File: src/hdl/tkcv_pkg.sv
// Package for the top-K critical value tracker: widths, codes, state encoding
// and the reciprocal constants used for exact division by fixed divisors.
// No dependencies.
package tkcv_pkg;

   // List storage
   localparam int ENTRY_COUNT = 256;
   localparam int ADDR_W      = (ENTRY_COUNT > 1) ? $clog2(ENTRY_COUNT) : 1;
   localparam int CNT_W       = $clog2(ENTRY_COUNT + 1);

   // Field widths
   localparam int DATA_W  = 32;
   localparam int NREP_W  = 13;
   localparam int OP_W    = 2;
   localparam int LEVEL_W = 3;

   // Reciprocal divider: dividend up to N+20 fits in 14 bits
   localparam int DIVIDEND_W = NREP_W + 1;
   localparam int RECIP_W    = 32;
   localparam int QUOT_W     = DIVIDEND_W;
   localparam int RECIP_SHIFT = 32;

   localparam logic [NREP_W-1:0] NREP_RESET = NREP_W'(999);

   // K = ceil((N+1)/20) = floor((N+20)/20)
   localparam logic [DIVIDEND_W-1:0] K_BIAS = DIVIDEND_W'(20);

   // ceil(2^32 / d) for each fixed divisor
   localparam logic [RECIP_W-1:0] RECIP_D20     = 32'd214748365;
   localparam logic [RECIP_W-1:0] RECIP_D100    = 32'd42949673;
   localparam logic [RECIP_W-1:0] RECIP_D1000   = 32'd4294968;
   localparam logic [RECIP_W-1:0] RECIP_D10000  = 32'd429497;
   localparam logic [RECIP_W-1:0] RECIP_D100000 = 32'd42950;

   typedef logic signed [DATA_W-1:0] data_type;
   typedef logic [NREP_W-1:0]        nrep_type;
   typedef logic [LEVEL_W-1:0]       level_type;

   typedef enum logic [OP_W-1:0] {
      OP_ADD   = 2'd0,
      OP_CLEAR = 2'd1,
      OP_QUERY = 2'd2
   } op_type;

   // Significance levels
   localparam level_type LEVEL_P01     = 3'd0;
   localparam level_type LEVEL_P05     = 3'd1;
   localparam level_type LEVEL_P001    = 3'd2;
   localparam level_type LEVEL_P0001   = 3'd3;
   localparam level_type LEVEL_P00001  = 3'd4;

   typedef enum logic [2:0] {
      ST_IDLE,
      ST_KDIV,
      ST_KTAKE,
      ST_WALK_RD,
      ST_WALK_CMP,
      ST_QTAKE,
      ST_QDATA,
      ST_DONE
   } state_type;

   // Reciprocal for the divisor of a level; zero for unknown levels
   function automatic logic [RECIP_W-1:0] level_recip(input level_type level);
      logic [RECIP_W-1:0] r;
      unique case (level)
         LEVEL_P01:    r = RECIP_D100;
         LEVEL_P05:    r = RECIP_D20;
         LEVEL_P001:   r = RECIP_D1000;
         LEVEL_P0001:  r = RECIP_D10000;
         LEVEL_P00001: r = RECIP_D100000;
         default:      r = '0;
      endcase
      return r;
   endfunction

   function automatic logic level_known(input level_type level);
      return (level <= LEVEL_P00001);
   endfunction

endpackage

File: src/hdl/tkcv_recip_div.sv
// Shared constant divider: quotient = floor(dividend * recip / 2^32), one
// registered multiply. Depends on tkcv_pkg.
module tkcv_recip_div (
   input  logic                             clock,
   input  logic [tkcv_pkg::DIVIDEND_W-1:0]  dividend,
   input  logic [tkcv_pkg::RECIP_W-1:0]     recip,
   output logic [tkcv_pkg::QUOT_W-1:0]      quotient
);
   import tkcv_pkg::*;

   localparam int PROD_W = DIVIDEND_W + RECIP_W;

   logic [PROD_W-1:0] prod;
   logic [QUOT_W-1:0] quot_ff;
   logic [QUOT_W-1:0] quot_in;

   // Multiply by the reciprocal and keep the integer part
   assign prod    = PROD_W'(dividend) * PROD_W'(recip);
   assign quot_in = prod[RECIP_SHIFT +: QUOT_W];

   always_ff @(posedge clock) begin
      quot_ff <= quot_in;
   end

   assign quotient = quot_ff;

endmodule

File: config.mk
export PLATFORM = sky130hd
export DESIGN_NAME = tkcv_recip_div
export DESIGN_NICKNAME = d
export VERILOG_FILES = /design/src/hdl/tkcv_pkg.sv /design/src/hdl/tkcv_recip_div.sv
export SDC_FILE = /design/constraint.sdc
export NUM_CORES = 1
export LEC_CHECK = 0
export BUFFER_PORTS_ARGS = -buffer_cell sky130_fd_sc_hd__buf_2
export CAP_MARGIN = 20
export CORE_MARGIN = 3
export CORE_UTILIZATION = 30
export CTS_CLUSTER_DIAMETER = 60
export DETAILED_ROUTE_END_ITERATION = 10
export HOLD_SLACK_MARGIN = 0.08
export PLACE_DENSITY = 0.56
export SLEW_MARGIN = 10
export SYNTH_ARGS = -nofsm -noshare
export SYNTH_HDL_FRONTEND = slang
export SYNTH_SLANG_ARGS = --single-unit
File: constraint.sdc
create_clock -name clock -period 8.7 [get_ports clock]
set_clock_uncertainty 0.1 [all_clocks]
set_input_delay 0.87 -clock clock [delete_from_list [all_inputs] [get_ports clock]]
set_output_delay 0.87 -clock clock [all_outputs]
set_load 0.05 [all_outputs]
==> results of run 1 <==
[logic make-up after synthesis]
group	share of synthesized area
adder cells (fa/ha/maj)	0.610
AO/OA/AOI/OAI	0.0493
buffers and inverters	0.128
flip-flops	0.0202
XOR/XNOR	0.0101
AND/OR/NAND/NOR	0.183
[critical path, delay by kind of cell]
family | cells | cell delay (ps)
AO/OA/AOI/OAI | 4 | 1410
adder cells (fa/ha/maj) | 7 | 3380
buffers and inverters | 4 | 750
AND/OR/NAND/NOR | 5 | 750
[worst min path at each step]
| stage | endpoint | startpoint | slack (ps) | cells past startpoint |
|---|---|---|---|---|
| after floorplan | quotient[0] | quotient[0] | 1210 | 0 |
| after global routing | quotient[4] | quotient[4] | 1510 | 1 |
| after detailed placement | quotient[6] | quotient[6] | 1240 | 1 |
| final | quotient[11] | quotient[11] | 1500 | 1 |
| after global placement | quotient[11] | quotient[11] | 1240 | 1 |
| after CTS | quotient[11] | quotient[11] | 1500 | 1 |
[area by class of cell]
| type | count | share of cell area |
|---|---|---|
| clock buffers | 3 | 0.00511 |
| inverters | 382 | 0.0976 |
| multi-input cells | 1086 | 0.806 |
| flip-flops and latches | 14 | 0.0191 |
| well taps | 600 | 0.0511 |
| repair buffers | 62 | 0.0215 |
[through the flow]
stage | cells | worst slack (ps) | hold slack (ps) | area (sq um)
6_report | 2147 | 1520 | 1500 | 14700
5_1_grt | 2147 | 1200 | 1510 | 14700
4_1_cts | 2147 | 1580 | 1500 | 14700
3_5_place_dp | 2144 | 1360 | 1240 | 14600
3_3_place_gp | 2144 | 1390 | 1240 | 14600
2_1_floorplan | 1563 | 2370 | 1210 | 13900
[synthesized netlist by cell type (3+ instances only)]
cell                       number
sky130_fd_sc_hd__clkbuf_1      74
sky130_fd_sc_hd__nand4_1       11
sky130_fd_sc_hd__xor2_1         7
sky130_fd_sc_hd__nand2b_1       3
sky130_fd_sc_hd__nand3_1        6
sky130_fd_sc_hd__ha_1         108
sky130_fd_sc_hd__inv_1        382
sky130_fd_sc_hd__nor2_1         6
sky130_fd_sc_hd__nand2_1      256
sky130_fd_sc_hd__xnor2_1        9
sky130_fd_sc_hd__fa_1         356
sky130_fd_sc_hd__a21o_1        18
sky130_fd_sc_hd__a21oi_1       29
sky130_fd_sc_hd__o21ai_0       16
sky130_fd_sc_hd__and2_1       208
sky130_fd_sc_hd__nor3_1         3
sky130_fd_sc_hd__a31oi_1        7
sky130_fd_sc_hd__and4_1         3
sky130_fd_sc_hd__dfxtp_1       14
[metal layers]
| metal | track usage | part of all wire | vias up |
|---|---|---|---|
| met1 | 0.202 | 0.43 | 5340 |
| met5 | 0 | 0.0017 | - |
| met4 | 0.0145 | 0.0077 | 10 |
| li1 | - | - | 4509 |
| met2 | 0.260 | 0.49 | 253 |
| met3 | 0.0314 | 0.064 | 37 |
==> impl_metrics.toml, run 1 <==
[status]
outcome = "finished clean"

[drt]
detail_route.first_pass.iterations = 5
post_drt_via_cell_ratio = 4.73
routed-via-count = 10149
drt_iter0_markers = 397
wire_per_inst_um = 16.5
drtAntennaViolNets = 0
route.detailed.drc = 0
wl_final_um = 35500

[sta]
setup_tns_ps = 0
transition_at_the_pin_with_the_smallest_max_transition_slack_ps = 899
final.min_clock_period_ps = 7180
slew_limit_headroom = 0.395
setup_viol = 0
post-route-period-util = 0.825
fmaxAchievable_mhz = 139
finalHoldViolCount = 0
final-max-slew-violation-count = 0
rsz0062_at_grt = "no"

[clock_tree]
clock_sinks = 14
cts-root-to-sink-buffers = 2
post_cts_setup_buffer_count = 0
cts_repair_resize_count = 0
cts.reportedPaths.clkPinSlew_ps = 40
tritoncts.num_buffers = 3
tritoncts = "done"
cts_root_buf = "sky130_fd_sc_hd__clkbuf_16"
ctsHtreeMaxLevel = 1
hold_buf_count_cts = 0

[logic_synthesis]
ys_top_cells_by_area = "sky130_fd_sc_hd__fa_1, sky130_fd_sc_hd__inv_1, sky130_fd_sc_hd__ha_1, sky130_fd_sc_hd__and2_1, sky130_fd_sc_hd__nand2_1"
synth_largest_area_cell = "sky130_fd_sc_hd__fa_1"
netlist-cell-type-count = 55
seq_area_frac_synth = 0.0202
dominantRegCellSynth = "sky130_fd_sc_hd__dfxtp_1"
yosysTopAreaCellShare = 0.513
synthesis.area_sq_um = 13900
synth-edff-count = 0
synth_nets = 2074
synth.ff_latch_count = 14
async_reset_ff_frac = 0
yosysWarnings = 0
syn-mean-instance-area_sq_um = 8.89
syn-instance-count = 1563

[cells_and_area]
flip_flop_count_of_the_largest_register_after_layout = 14
final_common_cell = "sky130_fd_sc_hd__inv_1"
layout-area-overhead-vs-synth_pct = 5.76
sequential_cell_area_sq_um = 280
utilization = 0.322
antenna-diode-count = 0
nets = 2060
drive_above_1_share = 0.0524
multi_input_area_sq_um = 11800
mostFrequentLayoutCells = "sky130_fd_sc_hd__inv_1, sky130_fd_sc_hd__fa_1, sky130_fd_sc_hd__nand2_1, sky130_fd_sc_hd__and2_1, sky130_fd_sc_hd__ha_1"
fill_cells = 4819

[worst_setup_path]
startpoint_type = "primary input"
setup.worst_path.class = "primary input to flop"
setup.worst_path.end_class = "flop"
worstPathCellList = "buf_2 -> nand2_1 -> fa_1 -> fa_1 -> fa_1 -> inv_1 -> fa_1 -> fa_1 -> inv_1 -> fa_1 -> inv_1 -> ha_1 -> nand4_1 -> a2111oi_2 -> o2111ai_1 -> a211oi_2 -> nor3_2 -> o31ai_4 -> and4_1 -> nor3_1"
worst_setup_path_endpoint = "quotient[13]"
worstPathArrival_ps = 7190
required_worst_endpoint_ps = 8720
slowest_delay_ps = 610
crit_path_start = "dividend[5]"
worst-path-max-fanout = 32
timing.critical_path.mode_cell = "sky130_fd_sc_hd__fa_1"
crit_slowest_cell = "sky130_fd_sc_hd__buf_2"

[global_routing]
first_pass_grt_wire_length_um = 60100
groute.usage.overall = 0.150
globalRouteOverflowTotal = 0
initial_antenna_violation_count = 7
grt_start_max_net_pins = 33
first_global_vias = 11376

[worst_hold_path]
worstHoldPathType = "flop to primary output"

[floorplanning]
floorplan.initialDensity = 0.305
placeableCoreArea_sq_um = 45600
design.die.area_sq_um = 48900
floorplan.rows = 78
number_of_i_o_pins = 61
die_x_um = 221
dieHeight_um = 221

[placement]
io_buffer_count = 60
place_congestion = 0.856
dpl.hpwl_um = 28000

[flow_run]
drv_cap = 0
Power of run 1 is not shown: default switching activity piles up to over one toggle a cycle in this logic, so the estimate is an artifact.
==> inputs of run 2 (changes only) <==
- PLACE_DENSITY: 0.56 -> 0.57
- clock period: 8.7 -> 6 ns (I/O delays scaled with it)
==> impl_metrics.toml, run 2 (synthesis gave the netlist of run 1 again) <==
[status]
outcome = "finished with violations"
violations = "setup timing"

[drt]
wl_final_um = 38600
route.detailed.drc = 0
post_drt_via_cell_ratio = 4.60
detail_route.first_pass.iterations = 5
routed-via-count = 10641
drt_iter0_markers = 435
drtAntennaViolNets = 0
wire_per_inst_um = 16.7

[global_routing]
first_global_vias = 12148
initial_antenna_violation_count = 5
grt_start_max_net_pins = 33
gr-usage-met3 = 0.0200
groute.usage.overall = 0.163
global_route.usage.met1 = 0.221
grt_use_met2 = 0.284
first_pass_grt_wire_length_um = 64400
gr-max-usage-layer = "met2"
globalRouteOverflowTotal = 0

[cells_and_area]
drive_above_1_share = 0.179
final_common_cell = "sky130_fd_sc_hd__inv_1"
multi_input_area_sq_um = 12300
flip_flop_count_of_the_largest_register_after_layout = 14
mostFrequentLayoutCells = "sky130_fd_sc_hd__inv_1, sky130_fd_sc_hd__fa_1, sky130_fd_sc_hd__nand2_1, sky130_fd_sc_hd__and2_1, sky130_fd_sc_hd__buf_4"
fill_cells = 4602
layout-area-overhead-vs-synth_pct = 21.1
sequential_cell_area_sq_um = 280
nets = 2223

[sta]
rsz0062_at_grt = "yes"
setup_viol = 6
setup_tns_ps = -328
final-max-slew-violation-count = 0
post-route-period-util = 1.02
worst_slack_ps = -105
final.min_clock_period_ps = 6100
fmaxAchievable_mhz = 164
finalHoldViolCount = 0
transition_at_the_pin_with_the_smallest_max_transition_slack_ps = 671
slew_limit_headroom = 0.553

[worst_setup_path]
setup.worst_path.end_class = "flop"
worstPathCellList = "buf_12 -> buf_12 -> buf_8 -> and2_4 -> fa_1 -> inv_1 -> fa_1 -> inv_1 -> fa_1 -> fa_2 -> fa_1 -> inv_2 -> fa_1 -> inv_2 -> ha_4 -> nand2_2 -> or4_4 -> a211oi_2 -> buf_4 -> nor3_4 -> o31ai_4 -> and4_1 -> nor3_1"
crit_slowest_cell = "sky130_fd_sc_hd__fa_1"
worst-path-max-fanout = 6
worstPathArrival_ps = 6130
slowest_delay_ps = 550
required_worst_endpoint_ps = 6030
setup.worst_path.class = "primary input to flop"
timing.critical_path.mode_cell = "sky130_fd_sc_hd__fa_1"
startpoint_type = "primary input"

[clock_tree]
tritoncts = "done"
tritoncts.num_buffers = 3
clock_sinks = 14
cts.reportedPaths.clkPinSlew_ps = 50
cts-root-to-sink-buffers = 2
ctsHtreeMaxLevel = 1
cts_root_buf = "sky130_fd_sc_hd__clkbuf_16"

[floorplanning]
placeableCoreArea_sq_um = 45600
floorplan.rows = 78
dieHeight_um = 221
design.die.area_sq_um = 48900
number_of_i_o_pins = 61
floorplan.initialDensity = 0.305
die_x_um = 221

[worst_hold_path]
worstHoldPathType = "flop to primary output"

[placement]
preCtsSetupSlack_ps = -683
place_congestion = 0.858
io_buffer_count = 60
dpl.hpwl_um = 32700

[flow_run]
drv_cap = 0
## run 2: cell count changes in the layout (fill, tap and decap cells not counted), sizes merged
cell / previous run / this run
buf: 62 / 219
bufbuf: 0 / 2
clkbuf: 3 / 8
diode: 0 / 1
## run 2: stage by stage
step / hold WS (ps) / std cells / cell area, sq um / utilization
2_1_floorplan: 940 / 1563 / 13900 / -
3_3_place_gp: 977 / 2295 / 16000 / 0.350
3_5_place_dp: 977 / 2295 / 16000 / 0.350
4_1_cts: 1240 / 2310 / 16800 / 0.368
5_1_grt: 1250 / 2311 / 16800 / 0.369
6_report: 1240 / 2312 / 16800 / 0.369
## run 2: cell type report
type / count / share of cell area
inverter: 382 / 0.0852
antenna: 1 / 0.000149
timing repair buffer: 225 / 0.120
tap: 600 / 0.0446
multi-input combinational: 1086 / 0.728
clock buffer: 4 / 0.00528
sequential: 14 / 0.0167
## run 2: worst max-delay path, delay by kind of cell
kind,cells,cell delay (ps)
AND/OR/NAND/NOR,6,1080
AO/OA/AOI/OAI,2,460
buffers and inverters,8,740
adder cells (fa/ha/maj),7,3250
## run 2: final timing paths
check | startpoint | to | slack (ps) | depth (start not counted)
worst max-delay path | dividend[3] | quotient[13] | -100 | 23
worst min-delay path | quotient[3] | quotient[3] | 1240 | 1
## run 2: what timing repair did
item	CTS	global route
endpoints found under the setup margin	14	14
gates cloned	5	0
resized for setup	111	20
buffers inserted	7	1
pin swaps	60	20
hold buffers	0	0
## run 2: per-layer routing
| metal | part of all wire | vias up | wire length (um) |
|---|---|---|---|
| met1 | 0.43 | 5473 | 16600 |
| met2 | 0.49 | 265 | 19100 |
| met4 | 0.019 | 6 | 719 |
| li1 | - | 4835 | - |
| met5 | 0.0012 | - | 46 |
| met3 | 0.055 | 62 | 2110 |
Power of run 2 is left out for the same reason.
==> inputs of run 3 (changes only) <==
- CTS_BUF_LIST: not set -> sky130_fd_sc_hd__clkbuf_16
==> impl_metrics.toml, run 3 (synthesis gave the netlist of run 1 again) <==
[status]
outcome = "finished with violations"
violations = "setup timing"

[sta]
worst_slack_ps = -92.4
slew_limit_headroom = 0.555
post-route-period-util = 1.02
transition_at_the_pin_with_the_smallest_max_transition_slack_ps = 667
fmaxAchievable_mhz = 164
rsz0062_at_grt = "yes"
final.min_clock_period_ps = 6090
final-max-slew-violation-count = 0
setup_viol = 5
finalHoldViolCount = 0

[clock_tree]
ctsHtreeMaxLevel = 1
cts_root_buf = "sky130_fd_sc_hd__clkbuf_16"
tritoncts = "done"
clock_sinks = 14
cts-root-to-sink-buffers = 2
cts.reportedPaths.clkPinSlew_ps = 50
hold_buf_count_cts = 0
tritoncts.num_buffers = 3

[worst_setup_path]
worst_setup_path_endpoint = "quotient[13]"
setup.worst_path.class = "primary input to flop"
startpoint_type = "primary input"
crit_path_start = "dividend[2]"
worstPathArrival_ps = 6120
setup.worst_path.end_class = "flop"
required_worst_endpoint_ps = 6030
worst-path-max-fanout = 11

[cells_and_area]
flip_flop_count_of_the_largest_register_after_layout = 14
mostFrequentLayoutCells = "sky130_fd_sc_hd__inv_1, sky130_fd_sc_hd__fa_1, sky130_fd_sc_hd__nand2_1, sky130_fd_sc_hd__and2_1, sky130_fd_sc_hd__buf_4"
nets = 2224
utilization = 0.369
drive_above_1_share = 0.180
layout-area-overhead-vs-synth_pct = 21.2
final_common_cell = "sky130_fd_sc_hd__inv_1"

[placement]
dpl.hpwl_um = 32700
io_buffer_count = 60
place_congestion = 0.858

[global_routing]
globalRouteOverflowTotal = 0
first_global_vias = 12140
groute.usage.overall = 0.163
initial_antenna_violation_count = 5
first_pass_grt_wire_length_um = 64500
grt_start_max_net_pins = 33

[floorplanning]
design.die.area_sq_um = 48900
die_x_um = 221
placeableCoreArea_sq_um = 45600
floorplan.rows = 78
dieHeight_um = 221
number_of_i_o_pins = 61
floorplan.initialDensity = 0.305

[flow_run]
drv_cap = 0

[drt]
routed-via-count = 10629
drtAntennaViolNets = 0
post_drt_via_cell_ratio = 4.60
wl_final_um = 38600
wire_per_inst_um = 16.7
drt_iter0_markers = 471
route.detailed.drc = 0
detail_route.first_pass.iterations = 5

[worst_hold_path]
worstHoldPathType = "flop to primary output"
run 3: cell types whose count changed in the layout (fill, tap and decap cells not counted), sizes merged:
cell    before  now
clkinv       0    1
run 3: worst min path at each step:
stage | startpoint | endpoint | slack, ps | cells after the start
floorplan | quotient[0] | quotient[0] | 940 | 0
global placement | quotient[5] | quotient[5] | 980 | 1
detailed placement | quotient[3] | quotient[3] | 980 | 1
CTS | quotient[3] | quotient[3] | 1250 | 1
global route | quotient[3] | quotient[3] | 1250 | 1
finish | quotient[3] | quotient[3] | 1240 | 1
run 3: final cells by class:
type | count | area, sq um
Antenna cell | 1 | 2.50
Clock buffer | 3 | 75.1
Clock inverter | 1 | 3.75
Fill cell | 4600 | 28700
Inverter | 382 | 1430
Multi-Input combinational cell | 1086 | 12300
Sequential cell | 14 | 280
Tap cell | 600 | 751
Timing Repair Buffer | 226 | 2030
run 3: timing repair:
action	4_1_cts	5_1_grt
cloned	5	0
setup buffers	7	2
endpoints found under the setup margin	14	14
pin swaps	60	29
resized for setup	112	23
run 3: metrics by stage:
step | hold WS, ps | worst slack, ps | instances | TNS (ps) | area [sq um]
3_5_place_dp | 977 | -683 | 2295 | -8230 | 16000
5_1_grt | 1250 | -351 | 2312 | -2670 | 16800
6_report | 1240 | -92.4 | 2313 | -246 | 16800
2_1_floorplan | 940 | 0.876 | 1563 | 0 | 13900
4_1_cts | 1250 | -138 | 2310 | -634 | 16700
3_3_place_gp | 977 | -647 | 2295 | -7720 | 16000
run 3: routing by layer:
| metal | up-vias | global-route usage | share of wire |
|---|---|---|---|
| met5 | - | 0 | 0.0011 |
| met4 | 6 | 0.0258 | 0.019 |
| met3 | 68 | 0.0198 | 0.051 |
| met1 | 5471 | 0.221 | 0.43 |
| li1 | 4839 | - | - |
| met2 | 245 | 0.284 | 0.50 |
run 3: worst max-delay path, stage by stage:
cell and delay [ps]:
sky130_fd_sc_hd__buf_12 130, sky130_fd_sc_hd__buf_12 140, sky130_fd_sc_hd__and2_1 150, sky130_fd_sc_hd__fa_1 530, sky130_fd_sc_hd__inv_1 50, sky130_fd_sc_hd__fa_1 480, sky130_fd_sc_hd__inv_1 50, sky130_fd_sc_hd__fa_1 480
sky130_fd_sc_hd__fa_1 520, sky130_fd_sc_hd__fa_1 500, sky130_fd_sc_hd__inv_1 60, sky130_fd_sc_hd__fa_1 470, sky130_fd_sc_hd__inv_1 60, sky130_fd_sc_hd__ha_4 290, sky130_fd_sc_hd__nand4_1 160, sky130_fd_sc_hd__or4_4 470
sky130_fd_sc_hd__a211oi_2 150, sky130_fd_sc_hd__buf_4 180, sky130_fd_sc_hd__nor3_4 60, sky130_fd_sc_hd__o31ai_4 300, sky130_fd_sc_hd__and4_1 240, sky130_fd_sc_hd__nor3_1 40
Power of run 3 is left out for the same reason.
